<file path="src/rtl/core/uoe_pkg.sv">
`default_nettype none

package uoe_pkg;

  localparam int unsigned CFG_AW = 3;
  localparam int unsigned CFG_DW = 32;

  localparam int unsigned FLAG_C = 0;
  localparam int unsigned FLAG_Z = 1;
  localparam int unsigned FLAG_V = 2;
  localparam int unsigned FLAG_N = 3;

  localparam logic [7:0] MAGIC_RST = 8'hFF;

  typedef enum logic [4:0] {
    OP_KIL = 5'd0,
    OP_LAX = 5'd1,
    OP_SAX = 5'd2,
    OP_DCP = 5'd3,
    OP_ISB = 5'd4,
    OP_SLO = 5'd5,
    OP_RLA = 5'd6,
    OP_SRE = 5'd7,
    OP_RRA = 5'd8,
    OP_ANC = 5'd9,
    OP_ALR = 5'd10,
    OP_ARR = 5'd11,
    OP_AXS = 5'd12,
    OP_XAA = 5'd13,
    OP_LAS = 5'd14,
    OP_SHA = 5'd15,
    OP_SHX = 5'd16,
    OP_SHY = 5'd17,
    OP_TAS = 5'd18,
    OP_ATX = 5'd19
  } uoe_op_t;

  typedef enum logic {
    REG_MAGIC = 1'b0,
    REG_DUMMY = 1'b1
  } uoe_reg_t;

  typedef struct packed {
    logic [4:0]  req_type;
    logic [7:0]  reg_a;
    logic [7:0]  reg_x;
    logic [7:0]  reg_y;
    logic [7:0]  reg_sp;
    logic [3:0]  flags_in;
    logic [15:0] effective_address;
    logic [7:0]  operand_byte;
  } uoe_req_t;

  typedef struct packed {
    logic [7:0]  new_a;
    logic [7:0]  new_x;
    logic [7:0]  new_sp;
    logic [3:0]  flags_out;
    logic        write_enable;
    logic [15:0] write_address;
    logic [7:0]  write_data;
    logic        dummy_write_first;
    logic        may_add_cycle;
    logic        halt;
  } uoe_rsp_t;

  typedef struct packed {
    logic [7:0] magic;
    logic       dummy_en;
  } uoe_cfg_t;

endpackage

`default_nettype wire

</file>
<file path="src/rtl/core/uoe_in_if.sv">
`default_nettype none

interface uoe_in_if;
  logic               valid;
  logic               ready;
  uoe_pkg::uoe_req_t  word;

  modport source (output valid, output word, input ready);
  modport sink (input valid, input word, output ready);
endinterface

`default_nettype wire

</file>
<file path="src/rtl/core/uoe_out_if.sv">
`default_nettype none

interface uoe_out_if;
  logic               valid;
  logic               ready;
  uoe_pkg::uoe_rsp_t  word;

  modport source (output valid, output word, input ready);
  modport sink (input valid, input word, output ready);
endinterface

`default_nettype wire

</file>
<file path="src/rtl/core/uoe_cfg_regs.sv">
`default_nettype none

module uoe_cfg_regs (
  input  wire logic                         clk,
  input  wire logic                         rst_n,
  input  wire logic                         psel,
  input  wire logic                         penable,
  input  wire logic                         pwrite,
  input  wire logic [uoe_pkg::CFG_AW-1:0]   paddr,
  input  wire logic [uoe_pkg::CFG_DW-1:0]   pwdata,
  output logic      [uoe_pkg::CFG_DW-1:0]   prdata,
  output logic                              pready,
  output uoe_pkg::uoe_cfg_t                 cfg
);
  import uoe_pkg::*;

  logic [7:0] magic_r, magic_nxt;
  logic       dummy_en_r, dummy_en_nxt;
  logic       wr_en;
  uoe_reg_t   sel;

  assign pready = 1'b1;
  assign wr_en  = psel & penable & pwrite;
  assign sel    = uoe_reg_t'(paddr[2]);

  always_comb begin
    magic_nxt    = magic_r;
    dummy_en_nxt = dummy_en_r;
    prdata       = '0;
    unique case (sel)
      REG_MAGIC: begin
        prdata = {{(CFG_DW-8){1'b0}}, magic_r};
        if (wr_en) begin
          magic_nxt = pwdata[7:0];
        end
      end
      REG_DUMMY: begin
        prdata = {{(CFG_DW-1){1'b0}}, dummy_en_r};
        if (wr_en) begin
          dummy_en_nxt = pwdata[0];
        end
      end
      default: begin
        prdata = '0;
      end
    endcase
  end

  always_ff @(posedge clk) begin
    if (!rst_n) begin
      magic_r    <= MAGIC_RST;
      dummy_en_r <= 1'b1;
    end else begin
      magic_r    <= magic_nxt;
      dummy_en_r <= dummy_en_nxt;
    end
  end

  assign cfg.magic    = magic_r;
  assign cfg.dummy_en = dummy_en_r;

endmodule

`default_nettype wire

</file>
<file path="src/rtl/core/uoe_alu.sv">
`default_nettype none

module uoe_alu (
  input  uoe_pkg::uoe_req_t req,
  input  uoe_pkg::uoe_cfg_t cfg,
  output uoe_pkg::uoe_rsp_t rsp
);
  import uoe_pkg::*;

  logic [7:0]  a, x, sp, m, t, idx, oth, hi, addend;
  logic [3:0]  f;
  logic [8:0]  sum;
  logic [15:0] ea, base;
  logic        rmw, do_add;

  always_comb begin
    a      = req.reg_a;
    x      = req.reg_x;
    sp     = req.reg_sp;
    f      = req.flags_in;
    m      = req.operand_byte;
    ea     = req.effective_address;
    t      = 8'h00;
    idx    = 8'h00;
    oth    = 8'h00;
    hi     = 8'h00;
    base   = 16'h0000;
    addend = 8'h00;
    sum    = 9'h000;
    rmw    = 1'b0;
    do_add = 1'b0;
    rsp    = '0;

    case (req.req_type)
      OP_KIL: rsp.halt = 1'b1;
      OP_LAX: begin
        a = m;
        x = m;
        rsp.may_add_cycle = 1'b1;
      end
      OP_SAX: begin
        rsp.write_enable  = 1'b1;
        rsp.write_address = ea;
        rsp.write_data    = a & x;
      end
      OP_DCP: begin
        t = m - 8'd1;
        rmw = 1'b1;
        f[FLAG_C] = (a >= t);
      end
      OP_ISB: begin
        t = m + 8'd1;
        rmw = 1'b1;
        addend = ~t;
        do_add = 1'b1;
      end
      OP_SLO: begin
        f[FLAG_C] = m[7];
        t = {m[6:0], 1'b0};
        rmw = 1'b1;
        a = a | t;
      end
      OP_RLA: begin
        t = {m[6:0], f[FLAG_C]};
        f[FLAG_C] = m[7];
        rmw = 1'b1;
        a = a & t;
      end
      OP_SRE: begin
        f[FLAG_C] = m[0];
        t = {1'b0, m[7:1]};
        rmw = 1'b1;
        a = a ^ t;
      end
      OP_RRA: begin
        t = {f[FLAG_C], m[7:1]};
        f[FLAG_C] = m[0];
        rmw = 1'b1;
        addend = t;
        do_add = 1'b1;
      end
      OP_ANC: begin
        a = a & m;
        f[FLAG_C] = a[7];
      end
      OP_ALR: begin
        t = a & m;
        f[FLAG_C] = t[0];
        a = {1'b0, t[7:1]};
      end
      OP_ARR: begin
        t = a & m;
        a = {f[FLAG_C], t[7:1]};
        f[FLAG_C] = a[6];
        f[FLAG_V] = a[6] ^ a[5];
      end
      OP_AXS: begin
        t = a & x;
        f[FLAG_C] = (t >= m);
        x = t - m;
      end
      OP_XAA: a = (a | cfg.magic) & x & m;
      OP_LAS: begin
        t = m & sp;
        a = t;
        x = t;
        sp = t;
        rsp.may_add_cycle = 1'b1;
      end
      OP_SHA: begin
        hi = ea[15:8] + 8'd1;
        rsp.write_enable  = 1'b1;
        rsp.write_address = ea;
        rsp.write_data    = a & x & hi;
      end
      OP_SHX, OP_SHY: begin
        if (req.req_type == OP_SHX) begin
          idx = x;
          oth = req.reg_y;
        end else begin
          idx = req.reg_y;
          oth = x;
        end
        base = ea - {8'h00, oth};
        hi   = base[15:8] + 8'd1;
        rsp.write_enable = 1'b1;
        rsp.write_data   = idx & hi;
        if (ea[15:8] != base[15:8]) begin
          rsp.write_address = {idx & hi, ea[7:0]};
        end else begin
          rsp.write_address = ea;
        end
      end
      OP_TAS: begin
        sp = a & x;
        hi = ea[15:8] + 8'd1;
        rsp.write_enable  = 1'b1;
        rsp.write_address = ea;
        rsp.write_data    = sp & hi;
      end
      OP_ATX: begin
        a = (a | cfg.magic) & m;
        x = a;
      end
      default: begin
        rsp.halt = 1'b0;
      end
    endcase

    if (do_add) begin
      sum = {1'b0, a} + {1'b0, addend} + {8'h00, f[FLAG_C]};
      f[FLAG_V] = (a[7] ^ sum[7]) & (addend[7] ^ sum[7]);
      f[FLAG_C] = sum[8];
      a = sum[7:0];
    end

    case (req.req_type)
      OP_LAX, OP_SLO, OP_RLA, OP_SRE, OP_ANC, OP_ALR, OP_ARR, OP_XAA, OP_ATX,
      OP_ISB, OP_RRA, OP_LAS: begin
        f[FLAG_Z] = (a == 8'h00);
        f[FLAG_N] = a[7];
      end
      OP_DCP: begin
        f[FLAG_Z] = (a == t);
        base[7:0] = a - t;
        f[FLAG_N] = base[7];
      end
      OP_AXS: begin
        f[FLAG_Z] = (x == 8'h00);
        f[FLAG_N] = x[7];
      end
      default: begin
        f = f;
      end
    endcase

    if (rmw) begin
      rsp.write_enable      = 1'b1;
      rsp.write_address     = ea;
      rsp.write_data        = t;
      rsp.dummy_write_first = cfg.dummy_en;
    end

    rsp.new_a     = a;
    rsp.new_x     = x;
    rsp.new_sp    = sp;
    rsp.flags_out = f;
  end

endmodule

`default_nettype wire

</file>
<file path="src/rtl/core/undocumented_opcode_execute_core.sv">
`default_nettype none

// Channel   Direction  Handshake       Payload
// in_ch     sink       valid/ready     uoe_req_t word: opcode, registers, flags, address, operand
// out_ch    source     valid/ready     uoe_rsp_t word: registers, flags, store, control bits
// psel...   APB slave  pready tied 1   magic constant at 0x0, dummy write enable at 0x4
//
// A word passes from input to output through the input register and then the result
// register, with the execute logic between them.
// One word is accepted every cycle while out_ch.ready is high.
// Reset clears both stage valid bits and loads the configuration reset values.
// When out_ch stalls, the input register still fills, so one extra word is taken.

module undocumented_opcode_execute_core (
  input  wire logic                        clk,
  input  wire logic                        rst_n,
  uoe_in_if.sink                           in_ch,
  uoe_out_if.source                        out_ch,
  input  wire logic                        psel,
  input  wire logic                        penable,
  input  wire logic                        pwrite,
  input  wire logic [uoe_pkg::CFG_AW-1:0]  paddr,
  input  wire logic [uoe_pkg::CFG_DW-1:0]  pwdata,
  output logic      [uoe_pkg::CFG_DW-1:0]  prdata,
  output logic                             pready
);
  import uoe_pkg::*;

  uoe_cfg_t cfg;
  uoe_rsp_t rsp;

  logic     s1_vld_r, s1_vld_nxt;
  uoe_req_t s1_req_r;
  logic     s2_vld_r, s2_vld_nxt;
  uoe_rsp_t s2_rsp_r;
  logic     s2_adv, s1_adv;

  uoe_cfg_regs u_cfg (
    .clk     (clk),
    .rst_n   (rst_n),
    .psel    (psel),
    .penable (penable),
    .pwrite  (pwrite),
    .paddr   (paddr),
    .pwdata  (pwdata),
    .prdata  (prdata),
    .pready  (pready),
    .cfg     (cfg)
  );

  uoe_alu u_alu (
    .req (s1_req_r),
    .cfg (cfg),
    .rsp (rsp)
  );

  assign s2_adv      = !s2_vld_r || out_ch.ready;
  assign s1_adv      = !s1_vld_r || s2_adv;
  assign in_ch.ready = s1_adv;

  assign s1_vld_nxt = s1_adv ? in_ch.valid : s1_vld_r;
  assign s2_vld_nxt = s2_adv ? s1_vld_r : s2_vld_r;

  always_ff @(posedge clk) begin
    if (!rst_n) begin
      s1_vld_r <= 1'b0;
      s2_vld_r <= 1'b0;
    end else begin
      s1_vld_r <= s1_vld_nxt;
      s2_vld_r <= s2_vld_nxt;
    end
  end

  always_ff @(posedge clk) begin
    if (s1_adv && in_ch.valid) begin
      s1_req_r <= in_ch.word;
    end
    if (s2_adv && s1_vld_r) begin
      s2_rsp_r <= rsp;
    end
  end

  assign out_ch.valid = s2_vld_r;
  assign out_ch.word  = s2_rsp_r;

endmodule

`default_nettype wire

</file>
<file path="src/flat_wrapper.sv">
// flat-port wrapper written by rule: the top's interface ports become plain ports
module undocumented_opcode_execute_core_flat import uoe_pkg::*;
  (clk, rst_n, psel, penable, pwrite, paddr, pwdata, prdata, pready, in_ch_valid, in_ch_word, in_ch_ready, out_ch_valid, out_ch_word, out_ch_ready);
  uoe_in_if in_ch_i ();
  uoe_out_if out_ch_i ();
  input  wire logic clk;
  input  wire logic rst_n;
  input  wire logic psel;
  input  wire logic penable;
  input  wire logic pwrite;
  input  wire logic [uoe_pkg::CFG_AW-1:0] paddr;
  input  wire logic [uoe_pkg::CFG_DW-1:0] pwdata;
  output logic      [uoe_pkg::CFG_DW-1:0] prdata;
  output logic pready;
  input wire logic [$bits(in_ch_i.valid)-1:0] in_ch_valid;
  input wire logic [$bits(in_ch_i.word)-1:0] in_ch_word;
  output wire logic [$bits(in_ch_i.ready)-1:0] in_ch_ready;
  output wire logic [$bits(out_ch_i.valid)-1:0] out_ch_valid;
  output wire logic [$bits(out_ch_i.word)-1:0] out_ch_word;
  input wire logic [$bits(out_ch_i.ready)-1:0] out_ch_ready;
  assign in_ch_i.valid = in_ch_valid;
  assign in_ch_i.word = in_ch_word;
  assign in_ch_ready = in_ch_i.ready;
  assign out_ch_valid = out_ch_i.valid;
  assign out_ch_word = out_ch_i.word;
  assign out_ch_i.ready = out_ch_ready;
  undocumented_opcode_execute_core u_core (.clk(clk), .rst_n(rst_n), .in_ch(in_ch_i), .out_ch(out_ch_i), .psel(psel), .penable(penable), .pwrite(pwrite), .paddr(paddr), .pwdata(pwdata), .prdata(prdata), .pready(pready));
endmodule
</file>
<file path="config.mk">
export PLATFORM = sky130hd
export DESIGN_NAME = undocumented_opcode_execute_core_flat
export DESIGN_NICKNAME = d
export VERILOG_FILES = /design/src/rtl/core/uoe_pkg.sv /design/src/rtl/core/uoe_in_if.sv /design/src/rtl/core/uoe_out_if.sv /design/src/rtl/core/uoe_cfg_regs.sv /design/src/rtl/core/uoe_alu.sv /design/src/rtl/core/undocumented_opcode_execute_core.sv /design/src/flat_wrapper.sv
export SDC_FILE = /design/constraint.sdc
export NUM_CORES = 1
export LEC_CHECK = 0
export BUFFER_PORTS_ARGS = -buffer_cell sky130_fd_sc_hd__buf_4
export CORE_UTILIZATION = 40
export CTS_CLUSTER_SIZE = 10
export DETAILED_ROUTE_END_ITERATION = 10
export GPL_ROUTABILITY_DRIVEN = 0
export HOLD_SLACK_MARGIN = 0.1
export PLACE_DENSITY = 0.69
export SLEW_MARGIN = 20
export SYNTH_ARGS = -nofsm -noshare
export SYNTH_HDL_FRONTEND = slang
export SYNTH_SLANG_ARGS = --single-unit
</file>
<file path="constraint.sdc">
create_clock -name clk -period 8.35 [get_ports clk]
set_clock_uncertainty 0.15 [all_clocks]
set_input_delay 0.835 -clock clk [delete_from_list [all_inputs] [get_ports clk]]
set_output_delay 0.835 -clock clk [all_outputs]
set_load 0.01 [all_outputs]
</file>
Word level (Yosys, flattened, before mapping)
Cells that the tools add are included.
{"block": "word_totals", "wordCells": 119, "out_inout_bits": 91, "regBits": 132}
{"block": "op_classes", "muxes": 24, "n_reduce_logical": 21, "add_sub_neg": 9, "n_lt_le_gt_ge": 2, "eq_ne": 21, "bitwise": 20}
{"operator": "one-hot mux 8 bit (10 select lines)", "count": 1}
{"operator": "one-hot mux 25 bit (3 select lines)", "count": 1}
{"operator": "bitwise AND 8 bit", "count": 9}
{"operator": "one-hot mux 8 bit (9 select lines)", "count": 1}
{"operator": "one-hot mux 32 bit (2 select lines)", "count": 1}
{"operator": "equality test 5 x 4 -> 1 bit, second input constant", "count": 8}
{"operator": "two-way mux 8 bit", "count": 5}
{"operator": "one-hot mux 8 bit (2 select lines)", "count": 2}
{"operator": "one-hot mux 8 bit (4 select lines)", "count": 1}
{"operator": "two-way mux 25 bit", "count": 1}
{"operator": "adder 8 x 1 -> 8 bit, second input constant", "count": 3}
{"operator": "equality test 5 x 3 -> 1 bit, second input constant", "count": 4}
{"operator": "equality test 5 bit, second input constant", "count": 4}
{"operator": "greater-or-equal comparator 8 bit", "count": 2}
{"operator": "zero test 8 bit", "count": 2}
{"operator": "two-way mux 16 bit", "count": 1}
{"operator": "bitwise OR 8 bit", "count": 2}
{"operator": "OR reduction 2 bit", "count": 8}
{"operator": "subtractor 16 x 8 -> 16 bit", "count": 1}
{"operator": "subtractor 8 bit", "count": 2}
{"operator": "OR reduction 12 bit", "count": 1}
{"operator": "equality test 5 x 2 -> 1 bit, second input constant", "count": 2}
{"operator": "adder 8 x 8 -> 9 bit", "count": 1}
{"operator": "adder 9 x 1 -> 9 bit", "count": 1}
{"operator": "other kinds (18)", "count": 33}

Logic depth before layout (Yosys ltp)
{"block": "logic_depth", "depth_word": 9, "ltp_mapped": 26, "ltp_nobuf": 26}

Cells and area by module
From an unflattened synthesis, not the netlist that was laid out.
{"block": "unflattened", "cells_unflattened": 929, "area_unflattened_um2": 9191.3}
{"module": "uoe_alu", "area_each_um2": 4759.6, "instances": 1, "cells_each": 723}
{"module": "undocumented_opcode_execute_core", "area_each_um2": 3737.3, "instances": 1, "cells_each": 130}
{"module": "uoe_cfg_regs", "area_each_um2": 694.4, "instances": 1, "cells_each": 76}

Least setup slack after synthesis
No wires, ideal clock.
{"block": "synth_path", "kind": "flip-flop to flip-flop", "from": "register u_core.s1_req_r[63] (netlist name)", "to": "register u_core.s2_rsp_r (netlist bit u_core.out_ch.word[31]), data pin", "t_arrival_ps": 4711, "n_path_buf": 2, "stages_incl_launch_ff": 22, "path_slack_ps": 3223, "t_required_ps": 7934, "setup_ps": 266, "cell_sequence": "edfxtp_1 > buf_4 > nor3b_1 > clkbuf_1 > a21boi_1 > a222oi_1 > a41o_1 > fa_1 > fa_1 > nor2b_1 > o31a_1 > o21ai_0 > nand2b_1 > xnor2_1 > a21oi_1 > ha_1 > or3_1 > o21ai_0 > a21oi_1 > xor2_1 > xnor2_1 > o21ai_0"}
{"item": "start: declaration", "line_no": "undocumented_opcode_execute_core.sv:33", "rtl": "uoe_req_t s1_req_r;"}
{"item": "start signal: assignment", "line_no": "undocumented_opcode_execute_core.sv:76", "rtl": "s1_req_r <= in_ch.word;"}
{"item": "end signal: assignment", "line_no": "undocumented_opcode_execute_core.sv:79", "rtl": "s2_rsp_r <= rsp;"}
{"item": "end: declaration", "line_no": "undocumented_opcode_execute_core.sv:35", "rtl": "uoe_rsp_t s2_rsp_r;"}

==> metrics.md <==
| Metric | Value |
|---|---|
| Clk Latency, worst-skew pair | 0.44 ns |
| N_diodes | 0 |
| Outcome | completed |
| Most used flip-flop cell after synthesis | sky130_fd_sc_hd__edfxtp_1 |
| Startpoint type of the worst setup path | flop |
| # H-tree levels | 4 |
| Synth Area in Adders | 6.53% |
| Post-synthesis instance area | about 0.0092 mm2 |
| Simple-gate area share of the yosys netlist | 18.7% |
| Final routed wirelength across all metal layers | ~30 mm |
| First drt pass iteration count | 6 |
| Wire length of the first global-routing pass | ~44 mm |
| Post-detailed-route DRC marker count | 0 |
| Time the final worst path needs with I/O delays and setup | roughly 6.4 ns |
| Count of cells resized by post-cts repair | 0 |
| Initial antenna violation count | 1 |
| WL/cell | 21.8 um |
| Vertical extent of the die | around 150 um |
| Ratio of final minimum period to clock period | between 70% and 80% |
| Worst-path maximum fanout | 13 |
| Endpoints failing setup | 0 |
| Hold Path Depth | 2 |
| Number of standard cells in the final layout excluding fillers | about 1400 |
| Mux share of post-synthesis cell area | 2.73% |
| Placed cells | 1339 |
| Final max-slew violation count | 0 |
| Mean area per synthesized cell | a little under 10 um2 |
| Net total in the final layout | 1226 |
| Register area share after synthesis | 42.1% |
| Effective utilization at floorplan | about two fifths |
| Achievable clock frequency | around 160 MHz |
| Count of unique library cells instantiated by Yosys | 85 |
| Measured slew at the worst slew-check pin | 1.14 ns |
| Critical path's largest stage delay | approximately 0.76 ns |
| All-Layer GR Usage | 24.9% |
| Library cell appearing most often on the critical path | sky130_fd_sc_hd__a21oi_1 |
| Synth Area in XOR/XNOR | under 10% |
| Critical path arrival | 6.44 ns |
| Final setup TNS | 0 ns |
| Min setup slack post-route | 1.92 ns |
| Fin. Hold Viols | 0 |
| Share of the core filled with cells in the final layout | about half |
| Cells after synthesis | around 950 |
| Number of sinks handled by clock tree synthesis | 132 |
| RSZ-0062 raised after global routing | no |
| CTS tree | yes |
| Overflow after GRT | 0 |
| Top library cells by usage in the layout, fill and taps aside | sky130_fd_sc_hd__buf_4, sky130_fd_sc_hd__edfxtp_1, sky130_fd_sc_hd__nand2_1 |
| Path category of the worst min-delay check | reg -> reg |
| Vias | 8505 |
| Core Footprint | 0.0226 mm2 |
| Maximum clock insertion buffer count | 2 |
| Hold bufs inserted after CTS | 0 |
| CTS buffer count | 17 |
| Clock Pin Slew Worst Setup and Hold Paths | around 0.07 ns |
| Area Overhead vs Synth | 20.0% |
| Data required, critical path | roughly 8.4 ns |
| Cell depth of the worst flop-to-flop path | 22 |
| Hold slack final | roughly 0.35 ns |
| Via count of the first global-routing pass | around 7600 |
| Overall die area | between 0.02 and 0.025 mm2 |
| Row cnt | 55 |
| Count of flip-flops with a built-in enable after synthesis | 121 |
| Pin count of the biggest net entering global routing | 66 |
| Share of layout cells above drive strength 1 | 20.1% |
| CP cell instances | inv_1 -> fa_1 -> a211oi_1 -> o21bai_1 -> a21oi_1 -> a21oi_1 -> o21a_1 -> o21ai_0 -> a41o_1 -> fa_1 -> fa_1 -> nor2b_1 -> o31a_1 -> o21ai_0 -> nand2b_1 -> xnor2_1 -> a21oi_1 -> ha_1 -> nand4_1 -> nor3_1 -> a2111oi_0 -> a21oi_1 |
| Async set or reset register ratio after synthesis | 0% |
| Post CTS Setup Buffer Count | 0 |
| Commonest non-fill, non-tap cell in the layout | sky130_fd_sc_hd__buf_4 |
| Number of vias per cell after detailed routing | ~6.2 |
| Horiz. Die Dim | between 150 and 200 um |
| Crit Path Class | reg -> reg |
| Main combinational cell family by area after synthesis | compound AO/OA/AOI/OAI gates |
| Number of storage elements in the synthesis netlist | approximately 130 |
| Power per standard cell area | ~180 mW/mm2 |
| Element type at the critical path end | flop |
| Count of yosys warnings during synthesis | 0 |
| Max_slew headroom | about a quarter |
| Peak supply drop | 118 uV |
| Number of ports placed on the die boundary | around 200 |
| DP Worst Slack | between 2 and 2.5 ns |
| Antenna viol nets, final | 0 |
| Static leakage | 4.37 nW |
| CTS root buf | sky130_fd_sc_hd__clkbuf_16 |
| Max stage delay cell, worst path | sky130_fd_sc_hd__edfxtp_1 |
| DR iter-0 viols | around 1500 |
| IO Port Bufs | 146 |
| Fraction of the mapped netlist area in compound gates | between 20% and 30% |
| HPWL after DPL | roughly 22 mm |
| Count of maximum capacitance violations | 0 |
==> cell usage after synthesis, drive strengths merged, types with 15 or more instances <==
cell    instances  area share (%)
nand2          82             3.4
nor2           61             2.5
nand3          43             2.3
o21ai          46             2.6
a21oi          37             2.0
edfxtp        121              40
nor2b          33             2.3
clkbuf         33             1.4
buf            38             2.8
xnor2          30             2.9
nor3           33             1.9
inv            35             1.4
o211ai         15             1.2
ha             43             5.9
mux2i          16             1.7
==> final timing paths <==
| path | from | slack [ns] | to |
|---|---|---|---|
| worst min register to register | u_core.u_cfg.magic_r[2]$_SDFFE_PN1P_ | 0.35 | u_core.u_cfg.magic_r[2]$_SDFFE_PN1P_ |
| worst max register to register | u_core.s1_req_r[1]$_DFFE_PP_ | 1.92 | u_core.out_ch.word[29]$_DFFE_PP_ |
| worst min-delay path | u_core.u_cfg.magic_r[2]$_SDFFE_PN1P_ | 0.35 | u_core.u_cfg.magic_r[2]$_SDFFE_PN1P_ |
| worst max-delay path | u_core.s1_req_r[1]$_DFFE_PP_ | 1.92 | u_core.out_ch.word[29]$_DFFE_PP_ |
==> per-layer routing <==
metal / wire, um / part of all wire, % / GRT usage (%)
met1: 12400 / 42 / 34.4
met2: 12100 / 41 / 34.2
met3: 3880 / 13 / 8.22
met4: 1440 / 4.8 / 13.1
met5: 0 / 0 / 0
==> layout make-up <==
| type | instances | area, um2 |
|---|---|---|
| fill | 2081 | 11600 |
| timing repair buffer | 157 | 1180 |
| inverter | 38 | 143 |
| clock buffer | 17 | 425 |
| multi-input combinational | 727 | 4880 |
| sequential | 132 | 3850 |
| tap | 285 | 357 |
| clock inverter | 15 | 160 |
==> flip-flops by register name, summed over array words and instances (netlist names) <==
signal	flops
u_core.s1_vld_r	1
u_core.s1_req_r	65
u_core.out_ch.valid	1
u_core.u_cfg.dummy_en_r	1
u_core.u_cfg.magic_r	8
u_core.out_ch.word	56
==> cell families (layout without fill, tap and decap cells) <==
logic type	Yosys count	count (layout)
other	2	25
DFF	132	132
xor gates and xnor gates	39	39
adders and majority gates	46	46
and+or+nand+nor	335	335
buffers and inverters	109	227
AOI/OAI and AO/OA	258	258
muxes	24	24
==> through the flow <==
stage / total power (W) / area, um2
4_1_cts: 0.00194 / 11000
5_1_grt: 0.00200 / 11000
3_5_place_dp: 0.00118 / 10400
6_report: 0.00193 / 11000
3_3_place_gp: 0.00118 / 10400
2_1_floorplan: 0.00105 / 9250
==> critical path: cells and delay by family (launching register included) <==
family / cells / cell delay (ns)
AO/OA/AOI/OAI: 12 / 3.01
adder cells (fa/ha/maj): 4 / 1.32
flip-flops: 1 / 0.76
buffers and inverters: 1 / 0.41
AND/OR/NAND/NOR: 4 / 0.36
XOR/XNOR: 1 / 0.13
==> power by group <==
group	internal, W	switching, W	total [W]
Sequential	0.000768	0.0000488	0.000817
Clock	0.000423	0.000330	0.000753
Combinational	0.000152	0.000213	0.000365
No activity file was read; power rests on OpenSTA's default activity.
